File: src/sv/cht_pkg.sv
// Package for the chained hash table engine: operation and status codes,
// state machine type and FNV-1a constants. No dependencies.
package cht_pkg;

   localparam int unsigned KEY_BITS    = 64;
   localparam int unsigned IN_VAL_BITS = 32;
   localparam int unsigned MODE_BITS   = 3;
   localparam int unsigned STATUS_BITS = 3;
   localparam int unsigned COUNT_BITS  = 7;
   localparam int unsigned KLEN_BITS   = 4;

   localparam logic [31:0] FNV_OFFSET = 32'd2166136261;
   localparam logic [31:0] FNV_PRIME  = 32'd16777619;

   localparam logic [MODE_BITS-1:0] MODE_INSERT = 3'd0;
   localparam logic [MODE_BITS-1:0] MODE_ERASE  = 3'd1;
   localparam logic [MODE_BITS-1:0] MODE_LOOKUP = 3'd2;
   localparam logic [MODE_BITS-1:0] MODE_UPDATE = 3'd3;
   localparam logic [MODE_BITS-1:0] MODE_CLEAR  = 3'd4;
   // Codes above clear carry no operation; the item is ignored.
   localparam logic [MODE_BITS-1:0] MODE_IGNORED_FIRST = 3'd5;
   localparam logic [MODE_BITS-1:0] MODE_IGNORED_LAST  = 3'd7;

   localparam logic [STATUS_BITS-1:0] ST_OK      = 3'd0;
   localparam logic [STATUS_BITS-1:0] ST_DUP     = 3'd1;
   localparam logic [STATUS_BITS-1:0] ST_MISSING = 3'd2;
   localparam logic [STATUS_BITS-1:0] ST_NOVAL   = 3'd3;
   localparam logic [STATUS_BITS-1:0] ST_FULL    = 3'd4;

   typedef enum logic [3:0] {
      S_IDLE,
      S_HASH,
      S_HEAD,
      S_READ,
      S_CMP,
      S_ACT,
      S_ALLOC,
      S_CLEAR,
      S_DONE
   } state_type;

   typedef struct packed {
      logic                   start;
      logic [KLEN_BITS-1:0]   nbytes;
   } hash_ctl_type;

endpackage

File: src/sv/cht_hash.sv
// Serial FNV-1a hash unit: one key byte per cycle through one 32x32 multiply.
// Depends on cht_pkg.
module cht_hash (
   input  logic                           clock,
   input  logic                           reset,
   input  cht_pkg::hash_ctl_type          ctl,
   input  logic [cht_pkg::KEY_BITS-1:0]   key,
   output logic                           done,
   output logic [31:0]                    hash
);
   import cht_pkg::*;

   logic [31:0] h_ff, h_in;
   logic [3:0]  idx_ff, idx_in;
   logic [3:0]  n_ff, n_in;
   logic        busy_ff, busy_in;
   logic [7:0]  kbyte;
   logic [63:0] shifted;

   assign shifted = key >> {idx_ff[2:0], 3'b000};
   assign kbyte   = shifted[7:0];

   always_comb begin
      h_in    = h_ff;
      idx_in  = idx_ff;
      n_in    = n_ff;
      busy_in = busy_ff;
      if (ctl.start) begin
         h_in    = FNV_OFFSET;
         idx_in  = 4'd0;
         n_in    = ctl.nbytes;
         busy_in = 1'b1;
      end else if (busy_ff) begin
         h_in   = (h_ff ^ {24'd0, kbyte}) * FNV_PRIME;
         idx_in = idx_ff + 4'd1;
         if (idx_ff + 4'd1 == n_ff) begin
            busy_in = 1'b0;
         end
      end
   end

   always_ff @(posedge clock) begin
      if (reset) begin
         busy_ff <= 1'b0;
      end else begin
         busy_ff <= busy_in;
      end
      h_ff   <= h_in;
      idx_ff <= idx_in;
      n_ff   <= n_in;
   end

   assign done = !busy_ff && !ctl.start;
   assign hash = h_ff;
endmodule
File: config.mk
export PLATFORM = sky130hd
export DESIGN_NAME = cht_hash
export DESIGN_NICKNAME = d
export VERILOG_FILES = /design/src/sv/cht_pkg.sv /design/src/sv/cht_hash.sv
export SDC_FILE = /design/constraint.sdc
export NUM_CORES = 1
export LEC_CHECK = 0
export BUFFER_PORTS_ARGS = -buffer_cell sky130_fd_sc_hd__buf_2
export CAP_MARGIN = 10
export CELL_PAD_IN_SITES_DETAIL_PLACEMENT = 0
export CELL_PAD_IN_SITES_GLOBAL_PLACEMENT = 1
export CORE_ASPECT_RATIO = 1.4
export CORE_MARGIN = 10
export CORE_UTILIZATION = 32
export CTS_CLUSTER_SIZE = 20
export DETAILED_ROUTE_END_ITERATION = 16
export PLACE_DENSITY_LB_ADDON = 0.1
export SLEW_MARGIN = 40
export SYNTH_ARGS = -nofsm -noshare
export SYNTH_HDL_FRONTEND = slang
export SYNTH_SLANG_ARGS = --single-unit
File: constraint.sdc
create_clock -name clock -period 11.1 [get_ports clock]
set_input_delay 2.22 -clock clock [delete_from_list [all_inputs] [get_ports clock]]
set_output_delay 2.22 -clock clock [all_outputs]
set_load 0.03 [all_outputs]
* After elaboration in Yosys (flattened, before gate mapping)
Index checks and enable logic that the tools add are counted.
** Storage, ports and cells
- Input port bits :: 71
- Word-level logic and storage cells :: 15
- Register bits :: 41
** Cells by class
- Reduce and logical (&&, ||, !) cells :: 3
- $add $sub $neg :: 1
- Equality and inequality tests :: 1
- Multiply operators :: 1
- Multiplexer cells :: 3
- Shift-type cells :: 1
- Bitwise operators :: 1
** Operators with widths (count)
- $shr A64 B6 Y8 :: 1
- $mul A32 B25 Y32 const B :: 1
- $xor A32 B8 Y32 :: 1
- $add A4 B1 Y4 const B :: 1
- $eq A4 B4 Y1 :: 1
- $mux W1 :: 3
- $logic_not A1 Y1 :: 2
- $logic_and A1 B1 Y1 :: 1

* Logic depth before layout (Yosys ltp)
- Depth after elaboration :: 5
- Gate-level depth with buffers :: 25
- Mapped depth without buffers :: 23

* Least setup slack after synthesis
Ideal clock, no wire load.
- Path kind :: input to register
- Start point :: input key[59] (netlist name)
- End point :: register h_ff[28], in the netlist hash[28]
- Required time :: 11.018 ns
- Data arrival time :: 7.373 ns
- Setup slack :: 3.645 ns
- Cell stages on the path :: 21
- Buffers on the path :: 0
- Cell sequence :: mux4_2 -> mux2i_1 -> xnor2_1 -> ha_1 -> ha_1 -> fa_1 -> ha_1 -> fa_1 -> ha_1 -> inv_1 -> fa_1 -> inv_1 -> ha_1 -> o21ai_0 -> o221ai_2 -> a211o_1 -> a211oi_2 -> o31a_1 -> o21ai_2 -> a2111o_1 -> o221ai_1
** On the way
- Word-level cells in the longest chain between the ends :: 3
** Ends and longest elaborated chain
- start, declared :: RTL line cht_hash.sv:7 : input logic [cht_pkg::KEY_BITS-1:0] key,
- $shr A64 B6 Y8 :: RTL line cht_hash.sv:20 : assign shifted = key >> {idx_ff[2:0], 3'b000};
- $xor A32 B8 Y32 :: RTL line cht_hash.sv:34 : h_in = (h_ff ^ {24'd0, kbyte}) * FNV_PRIME;
- $mul A32 B25 Y32 :: RTL line cht_hash.sv:34
- end signal, assigned :: RTL line cht_hash.sv:48 : h_ff <= h_in;
- end, declared :: RTL line cht_hash.sv:13 : logic [31:0] h_ff, h_in;
Every way passes these cells.
A chain may end at the register's enable or synchronous reset.

* Final worst setup path
- Start point :: input key[27] (netlist name)
- End point :: register h_ff[28], in the netlist hash[28]
Same word-level chain as after synthesis.

==> reports/results.txt <==
Final RePlAce weighted congestion - 0.784
Status - finished clean
Drt pass-1 iters - 4
Critical path peak fanout - 5
Tcrit/Tclk final - 71.5%
DP Area - 8560 sq um
Predominant post-synthesis flop cell - dfxtp_1
Met2 Use GR - 28.5%
Via density - 4.69
Met3 Usage GRT - 1.64%
CTS Root Cell - clkbuf_16
Largest net degree at the start of global routing - 38
Syn Std Cell Area - 7700 sq um
Hold endpoint - hash[1]$_SDFFE_PP0P_
CP Class - in2reg
Slew @ Worst Pin - 866 ps
Pins Over Slew Limit - 0
Slew headroom - 41.8%
Io pins - 104
# setup viols final - 0
Number of fill cells - 2,569
DIE AREA - 30,800 sq um
Antenna-violating nets left - 0
First-pass GRT wire length - 35.0 mm
Setup crit start kind - primary input
Setup TNS - 0 ps
WL final - 22.0 mm
Number of synthesized flops with an enable pin - 4
P&R area growth vs syn - 13.0%
Crit path arrival time - 8160 ps
GR peak layer - met2
Hold slack - 512 ps
Mux contribution to synthesized area - 7.02%
HPWL after detailed placement - 18.7 mm
Clk buf depth - 2
Design area - 8700 sq um
Main combinational cell family by area after synthesis - adder cells
Clock latency on the worst-skew pair - 300 ps
CTS buffer count - 5
Gr usage total - 14.8%
Post-placement cell count - 1,211
Fin. Hold Viols - 0
Synth top area share - 29.7%
HP Start - hash[1]$_SDFFE_PP0P_
CP Capture Type - flop
Reg2reg start - idx_ff[0]$_SDFFE_PP0P_
Synth warn - 0
Max Cap Violations - 0
DRT iter0 DRCs - 110
Clock sinks - 41
Rows - 67
Initial antenna violation count - 0
Compound-Gate Fraction of Synth Area - 9.91%
Minimum clock period - 7940 ps
Post-synthesis adder-cell area fraction - 49.0%
Register bit total from synthesis - 41
H-tree levels - 2
Detailed-route DRC error count - 0
Worst endpoint required time - 11,320 ps
CP Launch Point - key[27]
Fin Clk Skew - 6.53 ps
Synth Area in XOR/XNOR - 6.47%
GR Util met1 - 17.0%
Postcts setup bufs - 0
Non-Filler Instances - 1,220
Port Buffer Count - 103
Fraction of registers with async set/reset - 0%
PostCTS Resize Cnt - 0
Avg Cell Area, Syn - 9.48 sq um
CTS tree - done
Unrepaired setup endpoints after global routing - false
Vias in the first global route - 6,310
Slack of the worst reg-to-reg path - 4400 ps
Hold Path Stages - 2
Post-Synth Simple-Gate Area - 5.87%
Vias - 5,722
Die Span Y - 204 microns
Worst hold path class - reg2reg
Synth top area cells - ha_1 30%, fa_1 19%, inv_1 9.7%, dfxtp_1 9.6%, mux4_2 4.7%
Post-Syn Nets - 1,140
Share of layout cells above drive strength 1 - 15.4%
# hold bufs at CTS - 0
Die width - 151 microns
Grt ovf - 0
Mapped Cells - 812
Drt wl/cell - 18.0 microns
Nets - 1,236
F_max - 0.126 GHz
R2R cell count - 22
Effective utilization at floorplan - 32.3%
Area of the core - 23,800 sq um
Synth cell types - 53
Cell taking the most area after synthesis - ha_1
Post-synthesis sequential area ratio - 11.2%
Clk slew on worst S/H paths - 60 ps
Reg-to-reg endpoint - hash[28]$_SDFFE_PP0P_
[placed cells by master, fill, tap and decap left out, types with 2 or more instances in the layout]
cell type,count
inv_1,198
ha_1,183
buf_2,103
fa_1,74
xnor2_1,41
nor2_1,38
dfxtp_1,35
a21oi_1,31
nand2_1,30
mux2i_1,18
mux4_2,16
xor2_1,14
o21ai_0,14
a21o_1,9
o21a_1,8
o211ai_1,8
and3_1,7
a211oi_1,6
nor3_1,6
and2_1,5
nand3_1,5
clkbuf_16,5
o21bai_1,4
a211o_1,4
edfxtp_1,4
a211oi_2,3
o31a_1,3
nand2b_1,3
a31oi_1,2
o311ai_1,2
a22o_1,2
a221o_1,2
buf_4,2
[stage by stage]
stage,util (%),setup WS (ps)
3_5_place_dp,35.9,2840
3_3_place_gp,35.9,2790
5_1_grt,36.5,2910
2_1_floorplan,-,3640
4_1_cts,36.5,3130
6_report,36.5,3160
[worst max-delay path by stage]
| stage | end | slack (ps) | cells after the start |
|---|---|---|---|
| after detailed placement | hash[28]$_SDFFE_PP0P_ | 2840 | 22 |
| after CTS | hash[28]$_SDFFE_PP0P_ | 3130 | 22 |
| after global placement | hash[28]$_SDFFE_PP0P_ | 2790 | 22 |
| final | hash[28]$_SDFFE_PP0P_ | 3160 | 22 |
| after floorplan | hash[28]$_SDFFE_PP0P_ | 3640 | 21 |
| after global routing | hash[28]$_SDFFE_PP0P_ | 2910 | 22 |
[registers in the layout (all words and copies together), names as in the netlist]
name	flops
hash	32
idx_ff	4
busy_ff	1
n_ff	4
[cells by family after synthesis]
kind of cell,after synthesis
and+or+nand+nor,101
buffers and inverters,215
xor gates and xnor gates,56
DFF,41
AOI/OAI and AO/OA,108
muxes,34
adders and majority gates,257
[worst max-delay path, stage by stage]
cell and delay [ps]:
buf_2 100, mux4_2 460, mux2i_1 240, xnor2_1 360, ha_1 360, ha_1 340, fa_1 440, ha_1 220
fa_1 440, ha_1 280, inv_1 40, fa_1 480, inv_1 40, ha_1 320, nand3_1 140, o221ai_2 110
a211o_1 320, a211oi_2 310, o31a_1 290, o21ai_2 120, a2111o_1 420, o221ai_1 70
[layer usage]
metal  vias to the layer above  share of wire, %
met5                         -                 0
met4                         0               1.2
met3                        13               1.8
met2                        44                57
met1                      2791                40
li1                       2874                 -
[cell type report]
| class | count | area (sq um) | area share, % |
|---|---|---|---|
| Clock inverter | 2 | 11.3 | 0.129 |
| Multi-Input combinational cell | 556 | 6020 | 69.3 |
| Antenna cell | 1 | 2.50 | 0.0288 |
| Clock buffer | 6 | 129 | 1.48 |
| Timing Repair Buffer | 105 | 531 | 6.10 |
| Inverter | 199 | 748 | 8.60 |
| Tap cell | 310 | 388 | 4.46 |
| Sequential cell | 41 | 866 | 9.95 |
[synthesized netlist by cell type, types with 2 or more instances]
library cell,count
a211o_1,4
a211oi_1,6
a211oi_2,3
a21o_1,9
a21oi_1,31
a221o_1,2
a22o_1,2
a31oi_1,2
and2_1,5
and3_1,7
buf_1,5
buf_2,2
clkbuf_1,8
dfxtp_1,37
edfxtp_1,4
fa_1,74
ha_1,183
inv_1,198
mux2i_1,18
mux4_2,16
nand2_1,30
nand2b_1,3
nand3_1,5
nor2_1,38
nor3_1,6
o211ai_1,8
o21a_1,8
o21ai_0,14
o21bai_1,4
o311ai_1,2
o31a_1,3
xnor2_1,41
xor2_1,14
Power is not shown: default switching activity piles up to over one toggle a cycle in this logic, so the estimate is an artifact.
